===== src/hdl/qws_pkg.sv =====
`default_nettype none

package qws_pkg;

    // Slot counts of the delimiter and quote registers.
    localparam int DELIM_SLOTS = 4;
    localparam int QUOTE_SLOTS = 4;

    // Number of byte slots that one 32-bit register can hold.
    localparam int REG_SLOTS = 4;

    // Widths of the fields.
    localparam int CHAR_W  = 8;
    localparam int KIND_W  = 2;
    localparam int TOTAL_W = 16;
    localparam int CFG_W   = 32;
    localparam int CFG_IDX_W = 2;

    // One input can cause up to three results.
    localparam int MAX_RESULTS = 3;
    localparam int RES_CNT_W   = 2;

    // Result kinds.
    localparam logic [KIND_W-1:0] KIND_CHAR     = 2'd0;
    localparam logic [KIND_W-1:0] KIND_WORD_END = 2'd1;
    localparam logic [KIND_W-1:0] KIND_TEXT_END = 2'd2;

    // Register indexes on the configuration port.
    localparam logic [CFG_IDX_W-1:0] CFG_DELIMS = 2'd0;
    localparam logic [CFG_IDX_W-1:0] CFG_QUOTES = 2'd1;
    localparam logic [CFG_IDX_W-1:0] CFG_ESCAPE = 2'd2;

    // Reset values: space, tab and newline; double and single quote; backslash.
    localparam logic [CFG_W-1:0]  DELIMS_RST = 32'h000A_0920;
    localparam logic [CFG_W-1:0]  QUOTES_RST = 32'h0000_2722;
    localparam logic [CHAR_W-1:0] ESCAPE_RST = 8'h5C;

    localparam logic [TOTAL_W-1:0] TOTAL_MAX = '1;

    typedef struct packed {
        logic [CFG_W-1:0]  delims;
        logic [CFG_W-1:0]  quotes;
        logic [CHAR_W-1:0] esc;
    } cfg_t;

    typedef struct packed {
        logic [KIND_W-1:0]  kind;
        logic [CHAR_W-1:0]  ch;
        logic [TOTAL_W-1:0] total;
    } event_t;

    typedef event_t [MAX_RESULTS-1:0] ev_list_t;

    // True when a nonzero character sits in one of the first n slots.
    // Slots past the end of the register are unused.
    function automatic logic in_slots(logic [CFG_W-1:0] slots, int n,
                                      logic [CHAR_W-1:0] c);
        logic hit;
        hit = 1'b0;
        for (int i = 0; i < REG_SLOTS; i++)
        begin
            if (i < n && c != '0 && slots[CHAR_W*i +: CHAR_W] == c)
            begin
                hit = 1'b1;
            end
        end
        return hit;
    endfunction

endpackage

`default_nettype wire


===== src/hdl/qws_cfg_regs.sv =====
`default_nettype none

module qws_cfg_regs (
    input  wire logic                          clk,
    input  wire logic                          rst_n,
    input  wire logic                          wr_en,
    input  wire logic [qws_pkg::CFG_IDX_W-1:0] wr_index,
    input  wire logic [qws_pkg::CFG_W-1:0]     wr_data,
    output qws_pkg::cfg_t                      cfg
);
    import qws_pkg::*;

    cfg_t cfg_reg;
    cfg_t cfg_next;

    // Decode the write request; unknown indexes leave everything alone.
    always_comb
    begin
        cfg_next = cfg_reg;
        if (wr_en)
        begin
            case (wr_index)
                CFG_DELIMS: cfg_next.delims = wr_data;
                CFG_QUOTES: cfg_next.quotes = wr_data;
                CFG_ESCAPE: cfg_next.esc    = wr_data[CHAR_W-1:0];
                default:    cfg_next        = cfg_reg;
            endcase
        end
    end

    always_ff @(posedge clk or negedge rst_n)
    begin
        if (!rst_n)
        begin
            cfg_reg <= '{delims: DELIMS_RST, quotes: QUOTES_RST, esc: ESCAPE_RST};
        end
        else
        begin
            cfg_reg <= cfg_next;
        end
    end

    assign cfg = cfg_reg;

endmodule

`default_nettype wire


===== src/hdl/qws_decode.sv =====
`default_nettype none

module qws_decode (
    input  wire logic                       clk,
    input  wire logic                       rst_n,
    input  wire logic                       commit,
    input  wire logic [qws_pkg::CHAR_W-1:0] text_char,
    input  wire logic                       end_of_text,
    input  wire qws_pkg::cfg_t              cfg,
    output qws_pkg::ev_list_t               events,
    output logic [qws_pkg::RES_CNT_W-1:0]   event_cnt
);
    import qws_pkg::*;

    logic [CHAR_W-1:0]  open_quote_reg;
    logic [CHAR_W-1:0]  open_quote_next;
    logic               esc_pend_reg;
    logic               esc_pend_next;
    logic               skip_reg;
    logic               skip_next;
    logic               word_open_reg;
    logic               word_open_next;
    logic [TOTAL_W-1:0] count_reg;
    logic [TOTAL_W-1:0] count_next;

    logic               is_delim;
    logic               is_quote;
    logic               is_esc;
    logic               stop;
    ev_list_t           ev;
    logic [RES_CNT_W-1:0] n;

    assign is_delim = in_slots(cfg.delims, DELIM_SLOTS, text_char);
    assign is_quote = in_slots(cfg.quotes, QUOTE_SLOTS, text_char);
    assign is_esc   = (text_char == cfg.esc);

    // Work out the results of the held character and the state after it.
    always_comb
    begin
        open_quote_next = open_quote_reg;
        esc_pend_next   = esc_pend_reg;
        skip_next       = skip_reg;
        word_open_next  = word_open_reg;
        count_next      = count_reg;
        ev              = '0;
        n               = '0;
        stop            = 1'b0;

        if (end_of_text)
        begin
            // Flush a dangling escape and the open word, then report the count.
            if (esc_pend_reg)
            begin
                ev[n] = '{kind: KIND_CHAR, ch: cfg.esc, total: '0};
                n = n + 2'd1;
            end
            if (word_open_reg)
            begin
                ev[n] = '{kind: KIND_WORD_END, ch: '0, total: '0};
                n = n + 2'd1;
            end
            ev[n] = '{kind: KIND_TEXT_END, ch: '0, total: count_reg};
            n = n + 2'd1;
            open_quote_next = '0;
            esc_pend_next   = 1'b0;
            skip_next       = 1'b1;
            word_open_next  = 1'b0;
            count_next      = '0;
        end
        else
        begin
            // A non-delimiter after a delimiter run starts a new word.
            if (skip_reg)
            begin
                if (is_delim)
                begin
                    stop = 1'b1;
                end
                else
                begin
                    skip_next = 1'b0;
                    if (word_open_reg)
                    begin
                        ev[n] = '{kind: KIND_WORD_END, ch: '0, total: '0};
                        n = n + 2'd1;
                    end
                    word_open_next = 1'b1;
                    if (count_reg != TOTAL_MAX)
                    begin
                        count_next = count_reg + 1'b1;
                    end
                end
            end

            if (!stop)
            begin
                if (open_quote_reg != '0)
                begin
                    // Inside quotes only the open quote closes the group.
                    if (esc_pend_reg)
                    begin
                        if (text_char != open_quote_reg && !is_esc)
                        begin
                            ev[n] = '{kind: KIND_CHAR, ch: cfg.esc, total: '0};
                            n = n + 2'd1;
                        end
                        ev[n] = '{kind: KIND_CHAR, ch: text_char, total: '0};
                        n = n + 2'd1;
                        esc_pend_next = 1'b0;
                    end
                    else if (text_char == open_quote_reg)
                    begin
                        open_quote_next = '0;
                    end
                    else if (is_esc)
                    begin
                        esc_pend_next = 1'b1;
                    end
                    else
                    begin
                        ev[n] = '{kind: KIND_CHAR, ch: text_char, total: '0};
                        n = n + 2'd1;
                    end
                end
                else
                begin
                    // Outside quotes: quote first, then delimiter, then escape.
                    if (esc_pend_reg)
                    begin
                        if (!is_esc && !is_quote && !is_delim)
                        begin
                            ev[n] = '{kind: KIND_CHAR, ch: cfg.esc, total: '0};
                            n = n + 2'd1;
                        end
                        ev[n] = '{kind: KIND_CHAR, ch: text_char, total: '0};
                        n = n + 2'd1;
                        esc_pend_next = 1'b0;
                    end
                    else if (is_quote)
                    begin
                        open_quote_next = text_char;
                    end
                    else if (is_delim)
                    begin
                        skip_next = 1'b1;
                    end
                    else if (is_esc)
                    begin
                        esc_pend_next = 1'b1;
                    end
                    else
                    begin
                        ev[n] = '{kind: KIND_CHAR, ch: text_char, total: '0};
                        n = n + 2'd1;
                    end
                end
            end
        end
    end

    // Scanner state moves only when the held request goes to the result buffer.
    always_ff @(posedge clk or negedge rst_n)
    begin
        if (!rst_n)
        begin
            open_quote_reg <= '0;
            esc_pend_reg   <= 1'b0;
            skip_reg       <= 1'b1;
            word_open_reg  <= 1'b0;
            count_reg      <= '0;
        end
        else if (commit)
        begin
            open_quote_reg <= open_quote_next;
            esc_pend_reg   <= esc_pend_next;
            skip_reg       <= skip_next;
            word_open_reg  <= word_open_next;
            count_reg      <= count_next;
        end
    end

    assign events    = ev;
    assign event_cnt = n;

endmodule

`default_nettype wire


===== src/hdl/qws_out_buf.sv =====
`default_nettype none

module qws_out_buf (
    input  wire logic                          clk,
    input  wire logic                          rst_n,
    input  wire logic                          load,
    input  wire qws_pkg::ev_list_t             events,
    input  wire logic [qws_pkg::RES_CNT_W-1:0] event_cnt,
    output logic                               drained,
    output logic                               m_tvalid,
    input  wire logic                          m_tready,
    output logic [qws_pkg::CHAR_W+qws_pkg::TOTAL_W-1:0] m_tdata,
    output logic [qws_pkg::KIND_W-1:0]         m_tuser,
    output logic                               m_tlast
);
    import qws_pkg::*;

    ev_list_t             ev_reg;
    logic [RES_CNT_W-1:0] cnt_reg;
    logic [RES_CNT_W-1:0] idx_reg;
    event_t               cur;

    // The buffer frees up once its last result is taken in this cycle.
    assign drained = (cnt_reg == '0) || (cnt_reg == 2'd1 && m_tready);

    // Results of one request are held together and sent one per cycle while the sink is ready.
    always_ff @(posedge clk or negedge rst_n)
    begin
        if (!rst_n)
        begin
            cnt_reg <= '0;
            idx_reg <= '0;
        end
        else if (load)
        begin
            cnt_reg <= event_cnt;
            idx_reg <= '0;
        end
        else if (m_tvalid && m_tready)
        begin
            cnt_reg <= cnt_reg - 2'd1;
            idx_reg <= idx_reg + 2'd1;
        end
    end

    always_ff @(posedge clk)
    begin
        if (load)
        begin
            ev_reg <= events;
        end
    end

    assign cur      = ev_reg[idx_reg];
    assign m_tvalid = (cnt_reg != '0);
    assign m_tdata  = {cur.total, cur.ch};
    assign m_tuser  = cur.kind;
    assign m_tlast  = (cnt_reg == 2'd1);

endmodule

`default_nettype wire


===== src/hdl/quoted_word_splitter.sv =====
// Path: an accepted character waits in the input register, where it is decoded; its
// results go to the result buffer once that buffer drains, and m_tvalid comes from there.
// Throughput: one character per cycle while each has at most one result and the sink is
// ready; a character with several results stalls input until the buffer drains.
// Reset: rst_n is asynchronous and active low; it empties both stages, restores the
// default delimiters, quotes and escape, and starts a fresh string.
`default_nettype none

module quoted_word_splitter (
    input  wire logic                          clk,
    input  wire logic                          rst_n,
    // s_tdata: text_char[7:0]
    input  wire logic                          s_tvalid,
    output logic                               s_tready,
    input  wire logic [7:0]                    s_tdata,
    input  wire logic                          s_tlast,
    // m_tdata: word_char[7:0], word_total[23:8]
    output logic                               m_tvalid,
    input  wire logic                          m_tready,
    output logic [23:0]                        m_tdata,
    // m_tuser: event_kind[1:0]
    output logic [1:0]                         m_tuser,
    output logic                               m_tlast,
    input  wire logic                          cfg_valid,
    output logic                               cfg_ready,
    input  wire logic [qws_pkg::CFG_IDX_W-1:0] cfg_index,
    input  wire logic [qws_pkg::CFG_W-1:0]     cfg_data
);
    import qws_pkg::*;

    logic              in_valid_reg;
    logic              in_valid_next;
    logic [CHAR_W-1:0] in_char_reg;
    logic              in_eot_reg;
    logic              s_accept;
    logic              advance;
    logic              drained;
    cfg_t              cfg;
    ev_list_t          events;
    logic [RES_CNT_W-1:0] event_cnt;

    assign cfg_ready = 1'b1;

    qws_cfg_regs u_cfg (
        .clk      (clk),
        .rst_n    (rst_n),
        .wr_en    (cfg_valid && cfg_ready),
        .wr_index (cfg_index),
        .wr_data  (cfg_data),
        .cfg      (cfg)
    );

    // Input register: a new request enters while it is empty or whenever the held one moves on.
    assign advance  = in_valid_reg && drained;
    assign s_tready = !in_valid_reg || drained;
    assign s_accept = s_tvalid && s_tready;

    always_comb
    begin
        in_valid_next = in_valid_reg;
        if (s_accept)
        begin
            in_valid_next = 1'b1;
        end
        else if (advance)
        begin
            in_valid_next = 1'b0;
        end
    end

    always_ff @(posedge clk or negedge rst_n)
    begin
        if (!rst_n)
        begin
            in_valid_reg <= 1'b0;
        end
        else
        begin
            in_valid_reg <= in_valid_next;
        end
    end

    always_ff @(posedge clk)
    begin
        if (s_accept)
        begin
            in_char_reg <= s_tdata;
            in_eot_reg  <= s_tlast;
        end
    end

    qws_decode u_decode (
        .clk         (clk),
        .rst_n       (rst_n),
        .commit      (advance),
        .text_char   (in_char_reg),
        .end_of_text (in_eot_reg),
        .cfg         (cfg),
        .events      (events),
        .event_cnt   (event_cnt)
    );

    qws_out_buf u_out (
        .clk       (clk),
        .rst_n     (rst_n),
        .load      (advance),
        .events    (events),
        .event_cnt (event_cnt),
        .drained   (drained),
        .m_tvalid  (m_tvalid),
        .m_tready  (m_tready),
        .m_tdata   (m_tdata),
        .m_tuser   (m_tuser),
        .m_tlast   (m_tlast)
    );

endmodule

`default_nettype wire


===== config.mk =====
export PLATFORM = sky130hd
export DESIGN_NAME = quoted_word_splitter
export DESIGN_NICKNAME = d
export VERILOG_FILES = /design/src/hdl/qws_pkg.sv /design/src/hdl/qws_cfg_regs.sv /design/src/hdl/qws_decode.sv /design/src/hdl/qws_out_buf.sv /design/src/hdl/quoted_word_splitter.sv
export SDC_FILE = /design/constraint.sdc
export NUM_CORES = 1
export LEC_CHECK = 0
export BUFFER_PORTS_ARGS = -buffer_cell sky130_fd_sc_hd__buf_2
export CAP_MARGIN = 20
export CORE_UTILIZATION = 60
export CTS_BUF_LIST = sky130_fd_sc_hd__clkbuf_8
export DETAILED_ROUTE_END_ITERATION = 12
export GPL_TIMING_DRIVEN = 0
export HOLD_SLACK_MARGIN = 0.1
export PLACE_DENSITY = 0.79
export SLEW_MARGIN = 15
export SYNTH_ARGS = -nofsm -noshare
export SYNTH_HDL_FRONTEND = slang
export SYNTH_SLANG_ARGS = --single-unit

===== constraint.sdc =====
create_clock -name clk -period 10.3 [get_ports clk]
set_input_delay 0.515 -clock clk [delete_from_list [all_inputs] [get_ports clk]]
set_output_delay 0.515 -clock clk [all_outputs]
set_load 0.03 [all_outputs]

==> results.md <==
- Largest net degree at the start of global routing: 60
- Tmin final: between 3000 and 4000 ps
- Top-area cell type share of the netlist area: 0.2653
- TritonCTS buffer count: 17
- CP max FO: 12
- Min-delay worst type: primary input to flip-flop
- Share of layout cells above drive strength 1: 0.2522
- Register area share after synthesis: 0.5347
- Startpoint types: flip-flop
- Routed via count: between 6000 and 7000
- Vias in the first global route: 6422
- Die width: between 100 and 150 um
- First-pass GRT wire length: between 30000 and 40000 um
- Commonest non-fill, non-tap cell in the layout: dfrtp_1
- Final slew viol count: 0
- Clock root cell: clkbuf_8
- TritonCTS clock tree: built
- Critical-path top delay cell: nor4b_2
- Synth-to-Final Area Change: 11.34%
- Post-DP Area: roughly 10000 um^2
- Worst VDD drop: ~0.20 mV
- Dominant synthesized flop cell: dfrtp_1
- Final setup violation count: 0
- CTS Buffer Depth: 2
- RSZ-0062 raised after global routing: no
- CP Buf/Inv Count: 2
- Residual DRC: 0
- Synth unique cells: 62
- Diode count: 0
- Syn_nets: just under 900
- Core area: ~16000 um^2
- Asr flop ratio synth: 0.5474
- Full die area: between 15000 and 20000 um^2
- Area contributors post-synth: edfxtp_1 (27%), dfrtp_1 (23%), mux2_2 (8.4%)
- CP max stage delay: ~700 ps
- Outcome: complete, no violations
- # Max-Cap Violations: 0
- DP Worst Slack: approximately 6600 ps
- Power, Total: about 0.0028 W
- NumNets Final: ~970
- Final Hold Viols: 0
- Yosys reg bits: 190
- CP top delay family: simple AND/OR/NAND/NOR gates
- Initial Util: 0.6128
- GPL Wtd Cong: about 0.86
- Most frequent cells in the layout: dfrtp_1 (88), edfxtp_1 (86), buf_2 (77), mux2_2 (73), nand2_1 (63)
- Syn Std Cell Area: 9734 um^2
- Crit Path Category: flip-flop to flip-flop
- Max Clock Skew: around 12 ps
- Initial antenna violation count: 0
- LEAKAGE: 4.347 nW
- Worst Tran Pin Value: between 800 and 900 ps
- Remaining global-route overflow: 0
- Worst skew pair latency: ~470 ps
- Crit end category: flip-flop
- Number of DRC markers in iteration 0: 807
- Worst slew margin relative to its limit: 0.3969
- Finished Cell Area: roughly 11000 um^2
- Setup TNS Final: 0 ps
- P per Cell Area: between 200 and 300 nW/um^2
- Cell count after synthesis: ~800
- 1st-pass router iterations: 6
- Syn_area_per_cell: about 12 um^2
- Die Ht: between 100 and 150 um
- Number of flops mapped to enable cells by yosys: 86
- Fill count: 1200
- H-tree Lvls: 4
- WP data required: 10540 ps
- Row Count: 46
- Clock-pin slew of the registers on the worst-case setup and hold paths: around 90 ps
- Detail Placement HPWL: 15200 um
- Final worst slack: ~6500 ps
- Fmax: 0.2627 GHz
- Via/cell ratio: 6.111
- WL/cell: ~20 um
- Port bufs: 76
- Top Ports: just under 80
- CP Data Arrival Time: 4050 ps
- Gr usage total: 0.2804
- Final Hold Slack: ~220 ps
- Yosys Warn Count: 0
- Largest register FFs: 77
- Clk sinks: between 150 and 200
- Final Cycle Share: 0.3695
- Remaining antenna violation count after routing: 0
- Critical Path, Cell by Cell: buf_4, xor2_1, nor4_1, nand2_1, nand4_2, a21oi_1, clkbuf_1, ha_1, nor4b_2, a221oi_1, a311oi_1
- Synth area leader: edfxtp_1
- Total Wirelength: between 20000 and 25000 um
metal layers:
metal / vias up / GRT usage / wire length, um
li1: 3189 / - / -
met1: 3428 / 0.4117 / 10040
met2: 313 / 0.4276 / 10260
met3: 36 / 0.05202 / 1679
met4: 0 / 0.08028 / 399
met5: - / 0 / 0
per-stage QoR:
step | utilization | instances
global placement | 0.6537 | 1105
finish | 0.6823 | 1140
global route | 0.6823 | 1140
floorplan | - | 813
CTS | 0.6823 | 1140
detailed placement | 0.6578 | 1107
synthesized netlist by cell type (all sizes together), types with 8 or more instances:
cell     n
clkbuf  33
and2    16
and3    52
edfxtp  86
nand2   64
a32o    16
nand3    8
dfstp   16
nor2    16
a21oi   21
inv     16
nor4    15
a221oi   8
or3     11
xnor2   49
mux2i   29
dfrtp   88
o21ai   43
xor2    33
mux2    73
buf     24
ha      12
a311oi   8
nand4   23
path summary, 6_finish.rpt:
kind,from,to,slack (ps),depth (start not counted)
hold / removal,s_tdata[3],in_char_reg[3],220,1
min in group asynchronous,rst_n,u_cfg.cfg[12],540,2
setup reg to reg,in_char_reg[3],u_out.ev_reg[48],6490,11
setup / recovery,in_char_reg[3],u_out.ev_reg[48],6490,11
max in group asynchronous,rst_n,u_cfg.cfg[57],9040,3
hold reg to reg,u_cfg.cfg[40],u_cfg.cfg[40],540,1
report_power, final:
part | switching (W) | internal [W] | leakage [nW]
Combinational | 0.000772 | 0.000407 | 2.04
Sequential | 0.000101 | 0.00107 | 2.11
Clock | 0.000271 | 0.000206 | 0.205
Total | 0.00114 | 0.00168 | 4.35
cell type report:
type / count / area [um^2] / share of cell area
repair buffers: 79 / 451.7 / 0.04168
well taps: 216 / 270.3 / 0.02494
plain buffers: 57 / 325.3 / 0.03002
inverters: 17 / 63.81 / 0.005888
flip-flops and latches: 190 / 5205 / 0.4803
clock buffers: 19 / 261.5 / 0.02413
clock inverters: 13 / 116.4 / 0.01074
multi-input cells: 549 / 4144 / 0.3824
timing repair:
action	in CTS	in global routing
endpoints found under the hold margin	42	0
hold buffers	1	0
resized for setup	0	0
buffers inserted	0	0
kinds of logic after synthesis:
family,share of synthesized area
XOR/XNOR,0.07378
buffers and inverters,0.03959
multiplexers,0.1143
flip-flops,0.5347
AND/OR/NAND/NOR,0.1338
AO/OA/AOI/OAI,0.08805
other,0.0003852
adder cells (fa/ha/maj),0.01542
No activity file was read; power rests on OpenSTA's default activity.
